--- src/matrix_multiply_transpose_modes_assert.svh ---
// assertion macros shared by the rtl
`ifndef MATRIX_MULTIPLY_TRANSPOSE_MODES_ASSERT_SVH
`define MATRIX_MULTIPLY_TRANSPOSE_MODES_ASSERT_SVH

// same-cycle implication, off during reset
`define MMTM_ASSERT_IMPLY(lbl, clk, rst_n, ante, cons) \
    lbl: assert property (@(posedge clk) disable iff (!(rst_n)) (ante) |-> (cons)) \
        else $error("mmtm assertion failed");

// next-cycle implication, off during reset
`define MMTM_ASSERT_NEXT(lbl, clk, rst_n, ante, cons) \
    lbl: assert property (@(posedge clk) disable iff (!(rst_n)) (ante) |=> (cons)) \
        else $error("mmtm assertion failed");

`endif

--- src/mmtm_pkg.sv ---
`default_nettype none

package mmtm_pkg;

    localparam int VAL_W  = 16;
    localparam int PROD_W = 32;
    localparam int ACC_W  = 40;
    localparam int IDX_W  = 12;
    localparam int CFG_W  = 7;
    localparam int MODE_W = 2;

    typedef enum logic [1:0] {
        CMD_WRITE_A = 2'd0,
        CMD_WRITE_B = 2'd1,
        CMD_COMPUTE = 2'd2,
        CMD_READ    = 2'd3
    } t_cmd;

    localparam logic [1:0] REG_ROWS_M      = 2'd0;
    localparam logic [1:0] REG_INNER_K     = 2'd1;
    localparam logic [1:0] REG_COLS_N      = 2'd2;
    localparam logic [1:0] REG_LAYOUT_MODE = 2'd3;

    localparam logic [MODE_W-1:0] LAYOUT_A_T = 2'd1;
    localparam logic [MODE_W-1:0] LAYOUT_B_T = 2'd2;

    typedef enum logic [1:0] {
        S_IDLE,
        S_RUN,
        S_FLUSH0,
        S_FLUSH1
    } t_state;

    // tag that travels with each issued multiply-accumulate
    typedef struct packed {
        logic valid;
        logic first;
        logic last;
    } t_mac_ctrl;

endpackage

`default_nettype wire

--- src/mmtm_mac.sv ---
`default_nettype none

module mmtm_mac #(
    parameter int ADDR_W = 12
) (
    input  wire                                      i_clk,
    input  wire                                      i_rst_n,
    input  wire         mmtm_pkg::t_mac_ctrl         i_ctrl,
    input  wire         [ADDR_W-1:0]                 i_c_addr,
    input  wire  signed [mmtm_pkg::VAL_W-1:0]        i_a_data,
    input  wire  signed [mmtm_pkg::VAL_W-1:0]        i_b_data,
    output logic                                     o_wr_en,
    output logic        [ADDR_W-1:0]                 o_wr_addr,
    output logic signed [mmtm_pkg::ACC_W-1:0]        o_wr_data
);

    localparam int EXT_W = mmtm_pkg::ACC_W - mmtm_pkg::PROD_W;

    // stage 1 lines up with the registered store read, stage 2 with the product
    mmtm_pkg::t_mac_ctrl r_ctrl1, r_ctrl2;
    logic [ADDR_W-1:0]   r_c_addr1, r_c_addr2;

    logic signed [mmtm_pkg::PROD_W-1:0] r_prod;
    logic signed [mmtm_pkg::ACC_W-1:0]  r_acc;
    logic signed [mmtm_pkg::ACC_W-1:0]  prod_ext;
    logic signed [mmtm_pkg::ACC_W-1:0]  acc_sum;

    always_ff @(posedge i_clk) begin
        if (!i_rst_n) begin
            r_ctrl1 <= '0;
            r_ctrl2 <= '0;
        end else begin
            r_ctrl1 <= i_ctrl;
            r_ctrl2 <= r_ctrl1;
        end
    end

    always_ff @(posedge i_clk) begin
        r_c_addr1 <= i_c_addr;
        r_c_addr2 <= r_c_addr1;
        r_prod    <= i_a_data * i_b_data;
    end

    always_comb begin
        prod_ext = {{EXT_W{r_prod[mmtm_pkg::PROD_W-1]}}, r_prod};
        acc_sum  = r_ctrl2.first ? prod_ext : r_acc + prod_ext;
    end

    always_ff @(posedge i_clk) begin
        if (r_ctrl2.valid) begin
            r_acc <= acc_sum;
        end
    end

    assign o_wr_en   = r_ctrl2.valid & r_ctrl2.last;
    assign o_wr_addr = r_c_addr2;
    assign o_wr_data = acc_sum;

endmodule

`default_nettype wire

--- config.mk ---
export PLATFORM = sky130hd
export DESIGN_NAME = mmtm_mac
export DESIGN_NICKNAME = d
export VERILOG_FILES = /design/src/matrix_multiply_transpose_modes_assert.svh /design/src/mmtm_pkg.sv /design/src/mmtm_mac.sv
export SDC_FILE = /design/constraint.sdc
export NUM_CORES = 1
export LEC_CHECK = 0
export BUFFER_PORTS_ARGS = -buffer_cell sky130_fd_sc_hd__buf_2
export CORE_MARGIN = 1.5
export CORE_UTILIZATION = 45
export DETAILED_ROUTE_END_ITERATION = 10
export GPL_TIMING_DRIVEN = 1
export PLACE_DENSITY = 0.7
export SLEW_MARGIN = 40
export SYNTH_ARGS = -nofsm -noshare
export SYNTH_HDL_FRONTEND = slang
export SYNTH_SLANG_ARGS = --single-unit
--- constraint.sdc ---
create_clock -name i_clk -period 7.59 [get_ports i_clk]
set_clock_uncertainty 0.1 [all_clocks]
set_input_delay 0.3795 -clock i_clk [delete_from_list [all_inputs] [get_ports i_clk]]
set_output_delay 0.3795 -clock i_clk [all_outputs]
set_load 0.005 [all_outputs]
Yosys cells after proc, flatten, opt, wreduce, memory -nomap -nowiden. Index checks and enable logic that the tools add are counted.

Register bits: 102. Input port bits: 49. Output and inout port bits: 53. Logic and storage cells: 14.

$add $sub $neg: 1. $mul: 1. Muxes and demuxes: 1. Bitwise logic cells: 1.

Operator list (number): $add 40x32->40 (1); $mux 40 (1); $mul 16x16->32 (1); $and 1x1->1 (1).

Depth between registers and ports, before layout.
Depth after elaboration: 2. Mapped depth: 22. Mapped depth without buffers: 21.

Worst setup path after synthesis. Ideal clock, no wire load.

Path kind: in2reg. From: input i_a_data[15] (netlist name). To: register r_prod[30] (netlist name). Setup time: 0.106 ns. Data arrival time: 5.813 ns. Required time: 7.384 ns. Setup slack: 1.571 ns. Cell stages on the path: 20. Path buffers: 1. Cells stage by stage: clkbuf_1 > nand2_1 > inv_1 > fa_1 > fa_1 > fa_1 > fa_1 > fa_1 > inv_1 > fa_1 > inv_1 > ha_1 > inv_1 > o21bai_1 > a21oi_1 > o21ai_0 > a21oi_1 > a21oi_1 > or2_2 > o311ai_0.

Word-level cells in the longest chain between the ends: 1.

Ends and longest elaborated chain: from (decl) (line mmtm_mac.sv:10) `input wire signed [mmtm_pkg::VAL_W-1:0] i_a_data,`; $mul 16x16->32 (line mmtm_mac.sv:41) `r_prod <= i_a_data * i_b_data;`; to (signal assigned) (line mmtm_mac.sv:41); to (decl) (line mmtm_mac.sv:23) `logic signed [mmtm_pkg::PROD_W-1:0] r_prod;`.

Every way passes these cells. A chain may end at the register's enable or synchronous reset.

Worst setup path in the final report.
From: input i_b_data[1] (netlist name). To: register r_prod[30] (netlist name).

Word-level cells in the longest chain between the ends: 1.

Ends and longest elaborated chain: from (decl) (line mmtm_mac.sv:11) `input wire signed [mmtm_pkg::VAL_W-1:0] i_b_data,`; $mul 16x16->32 (line mmtm_mac.sv:41).

Every way passes these cells.

==> reports/qor.log <==
[run_status] outcome finished clean
[synth] Synth cell types 70
[floorplan] Die Y-Extent 185.6 um
[synth] Post-Syn Area 15010 sq um
[place] weighted congestion reported at the end of routability-driven placement 0.8748
[routing] via count 11131
[routing] routed wire length per instance 16.16 um
[place] number of cells after detailed placement 2102
[grt] GRT overflow 0
[grt] GRT Overall Usage 21.30%
[clock_tree] clock root buffer sky130_fd_sc_hd__clkbuf_16
[synth] Post-synth ARST share 0%
[final_layout] highest-count cells in the layout ignoring fill and taps sky130_fd_sc_hd__inv_1 (302), sky130_fd_sc_hd__fa_1 (263), sky130_fd_sc_hd__nand2_1 (191), sky130_fd_sc_hd__and2_1 (133), sky130_fd_sc_hd__ha_1 (121)
[timing] final setup violation count 0
[clock_tree] Clock transition at path regs 0.07 ns
[timing] fmax 0.1580 GHz
[timing] Tmin final 6.330 ns
[routing] DRC violations left 0
[synth] count of yosys warnings during synthesis 0
[clock_tree] post-CTS sizing 0
[final_layout] share of cells above drive strength 1 7.995%
[floorplan] # rows 66
[grt] first-pass GRT wire length 57370 um
[worst_setup_path] CP Cell Sequence buf_2 > nand2_1 > inv_1 > fa_1 > fa_1 > fa_1 > fa_1 > fa_1 > inv_1 > fa_1 > inv_1 > ha_1 > inv_1 > o21bai_1 > a21oi_1 > o21ai_0 > a21oi_1 > a21oi_1 > or2_2 > o311ai_0
[final_layout] final core occ 49.33%
[synth] Yosys reg bits 102
[floorplan] standard cell core area 32700 sq um
[worst_setup_path] worst-path maximum fanout 16
[routing] Via-to-Cell Ratio 5.255
[final_layout] final standard cell count with taps included and fillers excluded 2118
[clock_tree] Clock Tree Buf Depth 2
[timing] final sum of negative setup slack 0 ns
[final_layout] Net count, final 2104
[floorplan] area of the die 34460 sq um
[clock_tree] setup repair bufs after CTS 0
[routing] violation count after the first detailed-route iteration 606
[timing] RSZ-0062 raised after global routing no
[timing] worst slew pin tran 0.7184 ns
[grt] via count of the first global-routing pass 11682
[final_layout] most common cell after layout, fill and taps aside sky130_fd_sc_hd__inv_1
[final_layout] relative area change from synthesis to final layout 7.468%
[worst_setup_path] Setup crit start kind primary input
[worst_setup_path] CP max stage cell sky130_fd_sc_hd__fa_1
[final_layout] fill cell total of the finished layout 3111
[final_layout] number of antenna cells inserted 0
[worst_hold_path] type of the worst min-delay path primary input to flop
[clock_tree] number of clock sinks 102
[worst_setup_path] Critical Path Max Stage Delay 0.82 ns
[place] DPL Wire Length 27610 um
[routing] sum of routed wire length over all layers 34240 um
[place] number of port buffers 101
[worst_setup_path] data arrival time of the worst path 6.46 ns
[timing] number of hold violations in the final report 0
[synth] sequential element share of the synthesized area 16.27%
[synth] Post-Synthesis Mean Instance Area 9.347 sq um
[clock_tree] later-pin clock latency in the skew report 0.36 ns
[worst_setup_path] critical path data required time 7.72 ns
[timing] worst relative slew slack 52.04%
[synth] prevailing post-synth register cell sky130_fd_sc_hd__dfxtp_1
[routing] post-route antenna net violation count 0
[synth] Syn Nets 2039
[synth] Mapped Cells 1606
[clock_tree] TritonCTS clock tree built
[worst_setup_path] Most common cell on crit path sky130_fd_sc_hd__fa_1
[synth] count of flip-flops with a built-in enable after synthesis 40
[timing] Final period util 83.40%
[worst_setup_path] category of the worst setup path capture point flop
[timing] Max Transition Viols Final 0
[floorplan] num ports 102
[worst_setup_path] critical path type primary input to flop
[job] max-cap check violation count 0
[floorplan] initial cell density of the core 45.91%
[clock_tree] number of buffers inserted for hold repair after clock tree synthesis 0
[floorplan] Die Wd 185.6 um
[clock_tree] maximum level of the CTS H-tree 3
[grt] pin count of the biggest net entering global routing 74
[routing] number of optimization iterations in the first detailed-route pass 5
[clock_tree] TritonCTS Buffers 9
[grt] number of antenna violations at the first check in global routing 0
## worst paths after layout
check | cells past startpoint | to | from | slack, ns
hold reg to reg | 0 | o_wr_addr[9] | r_c_addr1[9] | 0.23
setup reg to reg | 11 | r_acc[36] | r_acc[0] | 4.07
setup / recovery | 20 | r_prod[30] | i_b_data[1] | 1.26
hold / removal | 1 | r_c_addr1[1] | i_c_addr[1] | 0.03
## logic make-up (layout without fill, tap and decap cells)
group,after synthesis,in the layout,share of synthesized area (%)
fa+ha+maj,384,384,45.16
buf+inv,350,420,9.143
xor+xnor,51,51,2.976
mux,4,4,0.2750
simple gates,463,463,15.28
compound gates,252,252,10.90
flops,102,102,16.27
## through the flow
stage | setup slack, ns | cell area [sq um] | hold slack (ns)
2_1_floorplan | 1.571 | 15010 | 0.2096
3_3_place_gp | 0.9893 | 15840 | 0.2100
3_5_place_dp | 0.9507 | 15840 | 0.2143
4_1_cts | 1.315 | 16130 | 0.01046
5_1_grt | 0.9197 | 16130 | 0.007607
6_report | 1.260 | 16130 | 0.02506
## critical path, delay by kind of cell
family	cells	cell delay [ns]
AOI/OAI and AO/OA	6	1.22
and+or+nand+nor	2	0.50
adders and majority gates	7	3.67
buffers and inverters	5	0.68
## routing by layer
layer  GRT usage [%]  vias up  part of all wire (%)
met1           25.89     5553                    41
met4           6.645        0                   2.9
met5               0        -                     0
met3           2.367       64                   4.3
li1                -     5235                     -
met2           39.36      279                    52
## cells in the mapped netlist (all sizes together), types with 22 or more instances
master | n | area share, %
and2 | 134 | 5.6
inv | 302 | 7.6
clkbuf | 44 | 1.4
nor2 | 48 | 1.2
ha | 121 | 10
xnor2 | 37 | 2.2
dfxtp | 62 | 8.3
o21ai | 66 | 2.2
a21oi | 64 | 2.1
fa | 263 | 35
a21o | 22 | 1.1
edfxtp | 40 | 8.0
nand2 | 191 | 4.8
## area by class of cell
cell class / count / area [sq um] / share of cell area, %
multi-input combinational: 1154 / 11200 / 69.40
sequential: 102 / 2447 / 15.17
inverter: 302 / 1134 / 7.027
tap: 442 / 553.0 / 3.428
timing repair buffer: 102 / 513.0 / 3.180
clock buffer: 12 / 257.7 / 1.598
clock inverter: 4 / 31.28 / 0.1939
## state kept, by name, summed over array words and instances, names as in the netlist
name	cells
o_wr_addr	12
r_acc	40
r_c_addr1	12
r_ctrl1	3
r_ctrl2	3
r_prod	32
Power is left out: the tool's default activity adds up to more than one toggle a clock period on the data nets, which glitch-free logic cannot reach.
