**config.mk**
```make
export PLATFORM = sky130hd
export DESIGN_NAME = mmtm_seq
export DESIGN_NICKNAME = d
export VERILOG_FILES = /design/src/matrix_multiply_transpose_modes_assert.svh /design/src/mmtm_pkg.sv /design/src/mmtm_seq.sv
export SDC_FILE = /design/constraint.sdc
export NUM_CORES = 1
export LEC_CHECK = 0
export BUFFER_PORTS_ARGS = -buffer_cell sky130_fd_sc_hd__buf_2
export CORE_MARGIN = 2
export CORE_UTILIZATION = 41
export CTS_CLUSTER_DIAMETER = 80
export DETAILED_ROUTE_END_ITERATION = 12
export PLACE_DENSITY_LB_ADDON = 0.12
export SLEW_MARGIN = 25
export SYNTH_ARGS = -nofsm -noshare
export SYNTH_HDL_FRONTEND = slang
export SYNTH_SLANG_ARGS = --single-unit
```
**constraint.sdc**
```tcl
create_clock -name i_clk -period 8.8 [get_ports i_clk]
set_input_delay 0.44 -clock i_clk [delete_from_list [all_inputs] [get_ports i_clk]]
set_output_delay 0.44 -clock i_clk [all_outputs]
set_load 0.05 [all_outputs]
```
**src/matrix_multiply_transpose_modes_assert.svh**
```systemverilog
// assertion macros shared by the rtl
`ifndef MATRIX_MULTIPLY_TRANSPOSE_MODES_ASSERT_SVH
`define MATRIX_MULTIPLY_TRANSPOSE_MODES_ASSERT_SVH

// same-cycle implication, off during reset
`define MMTM_ASSERT_IMPLY(lbl, clk, rst_n, ante, cons) \
    lbl: assert property (@(posedge clk) disable iff (!(rst_n)) (ante) |-> (cons)) \
        else $error("mmtm assertion failed");

// next-cycle implication, off during reset
`define MMTM_ASSERT_NEXT(lbl, clk, rst_n, ante, cons) \
    lbl: assert property (@(posedge clk) disable iff (!(rst_n)) (ante) |=> (cons)) \
        else $error("mmtm assertion failed");

`endif

```
**src/mmtm_pkg.sv**
```systemverilog
`default_nettype none

package mmtm_pkg;

    localparam int VAL_W  = 16;
    localparam int PROD_W = 32;
    localparam int ACC_W  = 40;
    localparam int IDX_W  = 12;
    localparam int CFG_W  = 7;
    localparam int MODE_W = 2;

    typedef enum logic [1:0] {
        CMD_WRITE_A = 2'd0,
        CMD_WRITE_B = 2'd1,
        CMD_COMPUTE = 2'd2,
        CMD_READ    = 2'd3
    } t_cmd;

    localparam logic [1:0] REG_ROWS_M      = 2'd0;
    localparam logic [1:0] REG_INNER_K     = 2'd1;
    localparam logic [1:0] REG_COLS_N      = 2'd2;
    localparam logic [1:0] REG_LAYOUT_MODE = 2'd3;

    localparam logic [MODE_W-1:0] LAYOUT_A_T = 2'd1;
    localparam logic [MODE_W-1:0] LAYOUT_B_T = 2'd2;

    typedef enum logic [1:0] {
        S_IDLE,
        S_RUN,
        S_FLUSH0,
        S_FLUSH1
    } t_state;

    // tag that travels with each issued multiply-accumulate
    typedef struct packed {
        logic valid;
        logic first;
        logic last;
    } t_mac_ctrl;

endpackage

`default_nettype wire

```
**src/mmtm_seq.sv**
```systemverilog
`default_nettype none

module mmtm_seq #(
    parameter int MAX_DIM = 64
) (
    input  wire                                i_clk,
    input  wire                                i_rst_n,
    input  wire                                i_start,
    input  wire  [$clog2(MAX_DIM+1)-1:0]       i_m,
    input  wire  [$clog2(MAX_DIM+1)-1:0]       i_k,
    input  wire  [$clog2(MAX_DIM+1)-1:0]       i_n,
    input  wire                                i_a_tr,
    input  wire                                i_b_tr,
    output logic                               o_busy,
    output logic [$clog2(MAX_DIM*MAX_DIM)-1:0] o_a_addr,
    output logic [$clog2(MAX_DIM*MAX_DIM)-1:0] o_b_addr,
    output logic [$clog2(MAX_DIM*MAX_DIM)-1:0] o_c_addr,
    output mmtm_pkg::t_mac_ctrl                o_ctrl
);

    localparam int DIM_W  = $clog2(MAX_DIM + 1);
    localparam int CNT_W  = $clog2(MAX_DIM);
    localparam int ADDR_W = $clog2(MAX_DIM * MAX_DIM);

    mmtm_pkg::t_state r_state, n_state;

    logic [CNT_W-1:0]  r_i, n_i, r_j, n_j, r_p, n_p;
    logic [DIM_W-1:0]  r_m, n_m, r_k, n_k, r_n, n_n;
    logic              r_a_tr, n_a_tr, r_b_tr, n_b_tr;
    logic [ADDR_W-1:0] r_a_addr, n_a_addr, r_b_addr, n_b_addr;
    logic [ADDR_W-1:0] r_a_base, n_a_base, r_b_base, n_b_base;
    logic [ADDR_W-1:0] r_c_addr, n_c_addr;

    logic last_p, last_j, last_i;

    always_comb begin
        last_p = (DIM_W'(r_p) == r_k - DIM_W'(1));
        last_j = (DIM_W'(r_j) == r_n - DIM_W'(1));
        last_i = (DIM_W'(r_i) == r_m - DIM_W'(1));

        n_state  = r_state;
        n_i      = r_i;
        n_j      = r_j;
        n_p      = r_p;
        n_m      = r_m;
        n_k      = r_k;
        n_n      = r_n;
        n_a_tr   = r_a_tr;
        n_b_tr   = r_b_tr;
        n_a_addr = r_a_addr;
        n_b_addr = r_b_addr;
        n_a_base = r_a_base;
        n_b_base = r_b_base;
        n_c_addr = r_c_addr;

        o_busy       = (r_state != mmtm_pkg::S_IDLE);
        o_ctrl.valid = 1'b0;
        o_ctrl.first = (r_p == '0);
        o_ctrl.last  = last_p;

        case (r_state)
            mmtm_pkg::S_IDLE: begin
                if (i_start) begin
                    n_state  = mmtm_pkg::S_RUN;
                    n_i      = '0;
                    n_j      = '0;
                    n_p      = '0;
                    n_m      = i_m;
                    n_k      = i_k;
                    n_n      = i_n;
                    n_a_tr   = i_a_tr;
                    n_b_tr   = i_b_tr;
                    n_a_addr = '0;
                    n_b_addr = '0;
                    n_a_base = '0;
                    n_b_base = '0;
                    n_c_addr = '0;
                end
            end
            mmtm_pkg::S_RUN: begin
                o_ctrl.valid = 1'b1;
                if (!last_p) begin
                    n_p      = r_p + CNT_W'(1);
                    n_a_addr = r_a_addr + (r_a_tr ? ADDR_W'(r_m) : ADDR_W'(1));
                    n_b_addr = r_b_addr + (r_b_tr ? ADDR_W'(1) : ADDR_W'(r_n));
                end else begin
                    n_p      = '0;
                    n_c_addr = r_c_addr + ADDR_W'(1);
                    if (!last_j) begin
                        // next column, same row of the left operand
                        n_j      = r_j + CNT_W'(1);
                        n_a_addr = r_a_base;
                        n_b_base = r_b_base + (r_b_tr ? ADDR_W'(r_k) : ADDR_W'(1));
                        n_b_addr = n_b_base;
                    end else begin
                        n_j      = '0;
                        n_b_base = '0;
                        n_b_addr = '0;
                        if (!last_i) begin
                            n_i      = r_i + CNT_W'(1);
                            n_a_base = r_a_base + (r_a_tr ? ADDR_W'(1) : ADDR_W'(r_k));
                            n_a_addr = n_a_base;
                        end else begin
                            n_state = mmtm_pkg::S_FLUSH0;
                        end
                    end
                end
            end
            mmtm_pkg::S_FLUSH0: n_state = mmtm_pkg::S_FLUSH1;
            mmtm_pkg::S_FLUSH1: n_state = mmtm_pkg::S_IDLE;
            default:            n_state = mmtm_pkg::S_IDLE;
        endcase
    end

    always_ff @(posedge i_clk) begin
        if (!i_rst_n) begin
            r_state <= mmtm_pkg::S_IDLE;
        end else begin
            r_state <= n_state;
        end
    end

    always_ff @(posedge i_clk) begin
        r_i      <= n_i;
        r_j      <= n_j;
        r_p      <= n_p;
        r_m      <= n_m;
        r_k      <= n_k;
        r_n      <= n_n;
        r_a_tr   <= n_a_tr;
        r_b_tr   <= n_b_tr;
        r_a_addr <= n_a_addr;
        r_b_addr <= n_b_addr;
        r_a_base <= n_a_base;
        r_b_base <= n_b_base;
        r_c_addr <= n_c_addr;
    end

    assign o_a_addr = r_a_addr;
    assign o_b_addr = r_b_addr;
    assign o_c_addr = r_c_addr;

endmodule

`default_nettype wire

```
# Word-level counts from Yosys, hierarchy flattened
# Cells that the tools add are included.
[op_classes]
n_reduce_logical = 10
eq_ne = 12
mux = 35
addsub = 11
[op_table]
columns = ["cell", "n"]
rows = [
  ["$mux 12", 10],
  ["$pmux 12 s2", 5],
  ["$add 12x7->12", 4],
  ["$mux 6", 7],
  ["$pmux 6 s2", 3],
  ["$mux 7", 4],
  ["$eq 6x7->1", 3],
  ["$sub 7x1->7 const B", 3],
  ["$add 6x1->6 const B", 3],
  ["$add 12x1->12 const B", 1],
  ["$ne 2x2->1 const B", 5],
  ["$mux 2", 4],
  ["$pmux 2 s4", 1],
  ["$logic_not 6->1", 1],
  ["$reduce_and 3->1", 2],
  ["$reduce_and 5->1", 1],
  ["$eq 2x2->1 const B", 2],
  ["$ne 4x4->1 const B", 1],
  ["$reduce_and 2->1", 2],
  ["$reduce_and 4->1", 1],
  ["$reduce_bool 2->1", 2],
  ["$eq 2x1->1 const B", 1],
  ["$logic_not 2->1", 1],
  ["$mux 1", 1],
]
[word_totals]
out_inout_bits = 40
ff_bits = 103
word_cells = 82
inputBits = 26

# Longest topological paths before layout
# Gate-level depths: netlist of the first run.
[depth]
depth_word = 6
depth_mapped = 12
mapped_depth_nobuf = 11

# Least setup slack after synthesis of the first run
# OpenSTA, ideal clock, no wires.
[synth_path]
path_type = "reg-to-reg"
startpoint = "register r_k[0]"
endpoint = "register r_c_addr[0], in the netlist o_c_addr[0] (enable)"
path_buffers = 2
setup_time_ps = 427
t_arrival_ps = 3636
path_stages_with_launch = 10
synth_period_minus_slack_ps = 4064
t_required_ps = 8373
path_slack_ps = 4736
path_cell_list = "edfxtp_1 inv_1 ha_1 o21ba_2 a221oi_1 a41oi_1 a2111o_1 buf_2 buf_1 a21oi_1"
[synth_between]
elab_chain_len = 4
[synth_rtl]
columns = ["element", "line_no", "text"]
rows = [
  ["from (decl)", "mmtm_seq.sv:28", "logic [DIM_W-1:0] r_m, n_m, r_k, n_k, r_n, n_n;"],
  ["from (signal assigned)", "mmtm_seq.sv:128", "r_k <= n_k;"],
  ["$sub 7x1->7", "mmtm_seq.sv:37", "last_p = (DIM_W'(r_p) == r_k - DIM_W'(1));"],
  ["$eq 6x7->1", "mmtm_seq.sv:37", ""],
  ["$ne 2x2->1 (no line)", "-", ""],
  ["$reduce_and 3->1 (no line)", "-", ""],
  ["to (signal assigned)", "mmtm_seq.sv:136", "r_c_addr <= n_c_addr;"],
  ["to (decl)", "mmtm_seq.sv:32", "logic [ADDR_W-1:0] r_c_addr, n_c_addr;"],
]
# Every way passes these cells.
# A chain may end at the register's enable or synchronous reset.

==> results of run 1 <==
synth_stat cells (10+ instances only):
cell | n | area (um2)
sky130_fd_sc_hd__edfxtp_1 | 101 | 3030
sky130_fd_sc_hd__nor2_1 | 69 | 259
sky130_fd_sc_hd__xor2_1 | 41 | 359
sky130_fd_sc_hd__ha_1 | 40 | 500
sky130_fd_sc_hd__a21oi_1 | 37 | 185
sky130_fd_sc_hd__xnor2_1 | 37 | 324
sky130_fd_sc_hd__nand2_1 | 28 | 105
sky130_fd_sc_hd__inv_1 | 27 | 101
sky130_fd_sc_hd__o21ai_0 | 27 | 135
sky130_fd_sc_hd__and2_1 | 22 | 138
sky130_fd_sc_hd__nand3_1 | 17 | 85.1
sky130_fd_sc_hd__and3_1 | 16 | 100
sky130_fd_sc_hd__nor2b_1 | 15 | 93.8
sky130_fd_sc_hd__a21o_1 | 14 | 105
sky130_fd_sc_hd__clkbuf_1 | 12 | 45.0
sky130_fd_sc_hd__nor3_1 | 12 | 60.1
sky130_fd_sc_hd__a22oi_1 | 10 | 75.1
routing by layer:
metal / part of all wire / track usage
met5: 0 / 0
met4: 0.023 / 0.0632
met3: 0.043 / 0.0444
met2: 0.45 / 0.290
met1: 0.48 / 0.243
path summary, 6_finish.rpt:
| kind | start | endpoint | depth (start not counted) |
|---|---|---|---|
| setup / recovery | r_k[0]$_DFFE_PP_ | o_ctrl[0] | 9 |
| hold reg to reg | r_state[0]$_SDFFE_PN0P_ | r_state[0]$_SDFFE_PN0P_ | 2 |
| setup reg to reg | r_k[0]$_DFFE_PP_ | r_i[2]$_SDFFCE_PN0P_ | 11 |
| hold / removal | i_k[5] | r_k[5]$_DFFE_PP_ | 1 |
flip-flops by register name, indices dropped and copies added (netlist names):
register,flops
r_state,2
o_b_addr,12
r_a_tr,1
r_j,6
r_b_tr,1
r_i,6
r_n,7
r_a_base,12
o_a_addr,12
r_k,7
r_m,7
r_p,6
o_c_addr,12
r_b_base,12
through the flow:
stage / area, um2 / hold WS [ns] / instances / setup WS [ns] / utilization
final: 7420 / 0.258 / 906 / 5.24 / 0.470
after global routing: 7420 / 0.241 / 906 / 5.02 / 0.470
after CTS: 7420 / 0.244 / 906 / 5.22 / 0.470
after detailed placement: 7110 / 0.529 / 890 / 5.32 / 0.451
after global placement: 7110 / 0.515 / 890 / 5.47 / 0.451
after floorplan: 6560 / 0.500 / 623 / 4.74 / -
logic make-up after synthesis:
group | share of synthesized area
simple gates | 0.170
compound gates | 0.127
flops | 0.468
xor+xnor | 0.104
buf+inv | 0.0322
fa+ha+maj | 0.0885
mux | 0.00915
cell type report:
cell class | count | area [um2] | area share
multi-input cells | 471 | 3280 | 0.443
flip-flops and latches | 103 | 3070 | 0.414
repair buffers | 72 | 378 | 0.0509
well taps | 216 | 270 | 0.0364
clock buffers | 11 | 243 | 0.0327
inverters | 28 | 105 | 0.0142
clock inverters | 5 | 65.1 | 0.00877
worst register-to-register path, delay by kind of cell (launching register included):
family	cells	cell delay (ns)
buffers and inverters	3	0.65
adders and majority gates	1	0.26
AOI/OAI and AO/OA	5	1.51
and+or+nand+nor	2	0.26
DFF	1	0.44
==> parameters.txt, run 1 <==
Parameter                              Value

Outcome
  Status ... finished clean

Synth
  Number of cells produced by synthesis ... 623
  Count of yosys warnings during synthesis ... 0
  Mean post-synth cell area ... 10.5 um2
  Synthesized cell area ... 0.00656 mm2
  Proportion of synthesized chip area in sequential cells ... 0.468
  Total nets after synthesis ... 693
  Top_reg_cell synth ... sky130_fd_sc_hd__edfxtp_1
  Number of different library cells in the post-synthesis netlist ... 60
  Post-synth EDFFs ... 101
  Async S/R FF share, synth ... 0
  Count of state elements after synthesis ... 103

GRT
  First-pass GRT wire length ... 24,000 um
  Pin count of the biggest net entering global routing ... 40
  Initial antenna violation count ... 0
  Aggregate global routing overflow ... 0
  GRT Util Overall ... 0.182
  Number of global-route vias before repair ... 4,655

CTS
  TritonCTS clock tree ... yes
  Max H-tree Level ... 3
  Root Buffer ... sky130_fd_sc_hd__clkbuf_16
  Clock Sink Count ... 103
  Buffers from clock root to sink, at most ... 2
  Clock insertion delay at the later pin of the skew report ... 0.36 ns
  Worst-path clk slew ... 0.07 ns
  CTS Hold Bufs ... 0
  Post-CTS sizing ... 0
  Cts bufs inserted ... 9
  Count of buffers added by post-CTS timing repair for setup ... 0

Die
  Total I/O pin count ... 66
  Vertical die dimension ... 131 um
  Placeable core region ... 0.0158 mm2
  Width of the chip ... 131 um
  Starting Density ... 0.416
  Count of standard-cell rows ... 46
  Die ar. ... 0.0170 mm2

Drt
  First-pass detailed-route iteration total ... 4
  Routed vias ... 4,785
  Iteration-0 DRC Markers ... 234
  DRC violations left ... 0
  Routed via count divided by cell count ... 5.28
  Number of antenna-violating nets in the routed design ... 0
  Post-DR wirelength/cell ... 16.2 um
  Total wire length ... 14,700 um

Timing
  Maximum clock frequency ... 0.281 GHz
  Post-route fraction of the period consumed by the critical path ... 0.405
  Worst Skew ... 0.00993 ns
  Slew of the pin with the lowest slew margin ... 0.796 ns
  Minimum period implied by the final worst setup slack ... 3.56 ns
  Final hold viol count ... 0
  Number of pins with negative max-slew slack in the final report ... 0
  Setup repair after global routing missed its margin ... no
  Worst-case headroom to the max-slew limit ... 0.463
  Final total negative setup slack ... 0 ns
  Total setup violations reported at the end of the flow ... 0

Layout
  Layout overhead on the synthesized area ... 13.1%
  Commonest cells after routing, fill and taps aside ... sky130_fd_sc_hd__edfxtp_1, sky130_fd_sc_hd__nor2_1, sky130_fd_sc_hd__buf_2
  Filler instances ... 1,532
  Leading cell type in the layout, fill and taps excluded ... sky130_fd_sc_hd__edfxtp_1
  Post-layout nets ... 755
  Layout cell share with drive strength beyond 1 ... 0.145
  Antenna cell count ... 0

Critical path
  Buffering stage count on the worst path with inverters included ... 4
  Slowest-stage cell, CP ... sky130_fd_sc_hd__edfxtp_1
  Critical path type ... reg2out
  Max incr delay on CP ... 0.44 ns
  Kind of capture point of the worst setup path ... output port
  Maximum fanout along the worst path ... 26
  Critical Path Source Type ... register
  R2R Setup Slk ... 5.36 ns
  Critical Path AT ... 3.12 ns
  Cell-by-cell trace of the critical path ... inv_1 > ha_1 > o21ba_2 > a221oi_1 > a41oi_1 > a2111o_1 > buf_4 > inv_2 > buf_2
  Data required time of the worst path ... 8.36 ns
  Cell family with most CP delay ... buffers and inverters

Place
  HPWL after detailed placement ... 10,500 um
  Final GP Congestion ... 0.854
  Buffers added on ports ... 65

Worst hold path
  Hold Crit Class ... in2reg

Run
  Count of maximum capacitance violations ... 0
Power of run 1 is not shown: default switching activity piles up to over one toggle a cycle in this logic, so the estimate is an artifact.
==> inputs of run 2 (changes only) <==
clock period = 2.9 ns   (was 8.8 ns; I/O delays follow)
==> parameters.txt, run 2 (synthesis results as in run 1) <==
Parameter                              Value

Timing
  Post-route fraction of the period consumed by the critical path ... 0.978
  Worst-case headroom to the max-slew limit ... 0.465 (+0.00278)
  Minimum period implied by the final worst setup slack ... 2.84 ns
  Worst setup slack after layout ... 0.0647 ns (-5.17 ns)
  Final hold viol count ... 0 (unchanged)
  Final total negative setup slack ... 0 ns (unchanged)
  Number of pins with negative max-slew slack in the final report ... 0 (unchanged)
  Worst Skew ... 0.0124 ns (+0.00246 ns)
  Slew of the pin with the lowest slew margin ... 0.801 ns (+0.00543 ns)
  Total setup violations reported at the end of the flow ... 0 (unchanged)
  Maximum clock frequency ... 0.353 GHz
  Worst hold-check slack ... 0.0611 ns (-0.196 ns)
  Setup repair after global routing missed its margin ... yes

Die
  Count of standard-cell rows ... 46 (unchanged)
  Die ar. ... 0.0170 mm2 (unchanged)
  Total I/O pin count ... 66 (unchanged)
  Starting Density ... 0.416 (unchanged)
  Vertical die dimension ... 131 um (unchanged)
  Width of the chip ... 131 um (unchanged)
  Placeable core region ... 0.0158 mm2 (unchanged)

Place
  HPWL after detailed placement ... 11,000 um (+4.0%)
  Setup Slack @ Placement ... -0.0198 ns (-5.34 ns)
  Buffers added on ports ... 65 (unchanged)
  Final GP Congestion ... 0.824 (-3.5%)

GRT
  Initial antenna violation count ... 0 (unchanged)
  GRT Util Overall ... 0.187 (+0.00559)
  Pin count of the biggest net entering global routing ... 39 (-2.5%)
  Number of global-route vias before repair ... 4,985 (+7.1%)
  Aggregate global routing overflow ... 0 (unchanged)
  First-pass GRT wire length ... 24,900 um (+3.7%)

CTS
  Max H-tree Level ... 3 (unchanged)
  Root Buffer ... sky130_fd_sc_hd__clkbuf_16
  Worst-path clk slew ... 0.08 ns (about the same)
  Buffers from clock root to sink, at most ... 2 (unchanged)
  Cts bufs inserted ... 9 (unchanged)
  Clock Sink Count ... 103 (unchanged)
  Clock insertion delay at the later pin of the skew report ... 0.36 ns (about the same)
  TritonCTS clock tree ... yes

Drt
  First-pass detailed-route iteration total ... 4 (unchanged)
  Routed via count divided by cell count ... 5.24 (-0.86%)
  Total wire length ... 15,700 um (+6.9%)
  DRC violations left ... 0 (unchanged)
  Post-DR wirelength/cell ... 16.3 um (+0.79%)
  Iteration-0 DRC Markers ... 310 (+32%)
  Number of antenna-violating nets in the routed design ... 0 (unchanged)
  Routed vias ... 5,032 (+5.2%)

Critical path
  Kind of capture point of the worst setup path ... register
  Maximum fanout along the worst path ... 3 (-88%)
  Critical Path AT ... 2.92 ns (-0.20 ns)
  Data required time of the worst path ... 2.98 ns (-5.38 ns)
  Critical path type ... reg2reg
  Critical Path Source Type ... register

Layout
  Layout overhead on the synthesized area ... 22.4%
  Filler instances ... 1,479 (-3.5%)
  Commonest cells after routing, fill and taps aside ... sky130_fd_sc_hd__edfxtp_1, sky130_fd_sc_hd__nor2_1, sky130_fd_sc_hd__buf_2
  Leading cell type in the layout, fill and taps excluded ... sky130_fd_sc_hd__edfxtp_1
  Area of the multi-input gates ... 0.00336 mm2 (+2.2%)
  Layout Utilization ... 0.509 (+0.0390)
  Combined flip-flop and latch cell area ... 0.00307 mm2 (unchanged)
  Layout cell share with drive strength beyond 1 ... 0.193 (+0.0484)
  Antenna cell count ... 0 (unchanged)
  Post-layout nets ... 810 (+7.3%)

Pwr
  Largest voltage drop on the vdd net ... 722 uV
  Power density relative to cell area ... 1250 mW/mm2
  Leakage component of the power ... 3.30 nW

Outcome
  Status ... finished clean

Worst hold path
  Hold Crit Class ... in2reg

Run
  Count of maximum capacitance violations ... 0 (unchanged)
run 2: what timing repair did:
action,4_1_cts,5_1_grt
pin swaps,0,9
gates resized for setup,3,18
cloned,0,2
buffers inserted,0,16
endpoints found under the hold margin,23,0
hold buffers,23,0
setup endpoints to repair,3,51
run 2: cell type report:
class                      count  area share
clock inverter                 4     0.00374
multi-input combinational    471       0.418
inverter                      28      0.0131
timing repair buffer         127       0.119
clock buffer                  12      0.0307
sequential                   103       0.383
tap                          216      0.0336
run 2: power breakdown:
part	total, mW	switching, mW	internal [mW]
Clock	1.19	0.575	0.613
Combinational	5.44	3.46	1.98
Sequential	3.38	0.679	2.70
Total	10.0	4.71	5.29
run 2: path summary, 6_finish.rpt:
check	endpoint	slack [ns]	start	cells past startpoint
setup / recovery	o_a_addr[8]$_SDFFCE_PN0P_	0.06	r_m[0]$_DFFE_PP_	11
hold / removal	r_state[0]$_SDFFE_PN0P_	0.06	i_rst_n	3
setup reg to reg	o_a_addr[8]$_SDFFCE_PN0P_	0.06	r_m[0]$_DFFE_PP_	11
hold reg to reg	r_state[0]$_SDFFE_PN0P_	0.54	r_state[0]$_SDFFE_PN0P_	2
run 2: worst max-delay path, cell delays in order, from the launching register on:
cell	delay [ns]
sky130_fd_sc_hd__edfxtp_1	0.43
sky130_fd_sc_hd__inv_1	0.13
sky130_fd_sc_hd__nand2_1	0.08
sky130_fd_sc_hd__ha_1	0.22
sky130_fd_sc_hd__fa_1	0.41
sky130_fd_sc_hd__a21o_1	0.19
sky130_fd_sc_hd__a21oi_1	0.24
sky130_fd_sc_hd__nor2b_1	0.11
sky130_fd_sc_hd__o21a_1	0.19
sky130_fd_sc_hd__and4b_1	0.21
sky130_fd_sc_hd__a311oi_1	0.26
sky130_fd_sc_hd__nor4_1	0.08
run 2: per-stage QoR:
stage	total power, mW	cells	cell area (um2)
after floorplan	7.21	623	6600
after global placement	8.56	904	7280
after detailed placement	8.69	904	7280
after CTS	9.94	943	7790
after global routing	10.8	961	8030
final	10.0	961	8030
run 2: layer usage:
metal,GRT usage,up-vias,share of wire
li1,-,2486,-
met3,0.0403,11,0.029
met5,0,-,0
met4,0.0363,0,0.0090
met1,0.248,2469,0.48
met2,0.320,66,0.48
No activity file was read; power rests on OpenSTA's default activity.
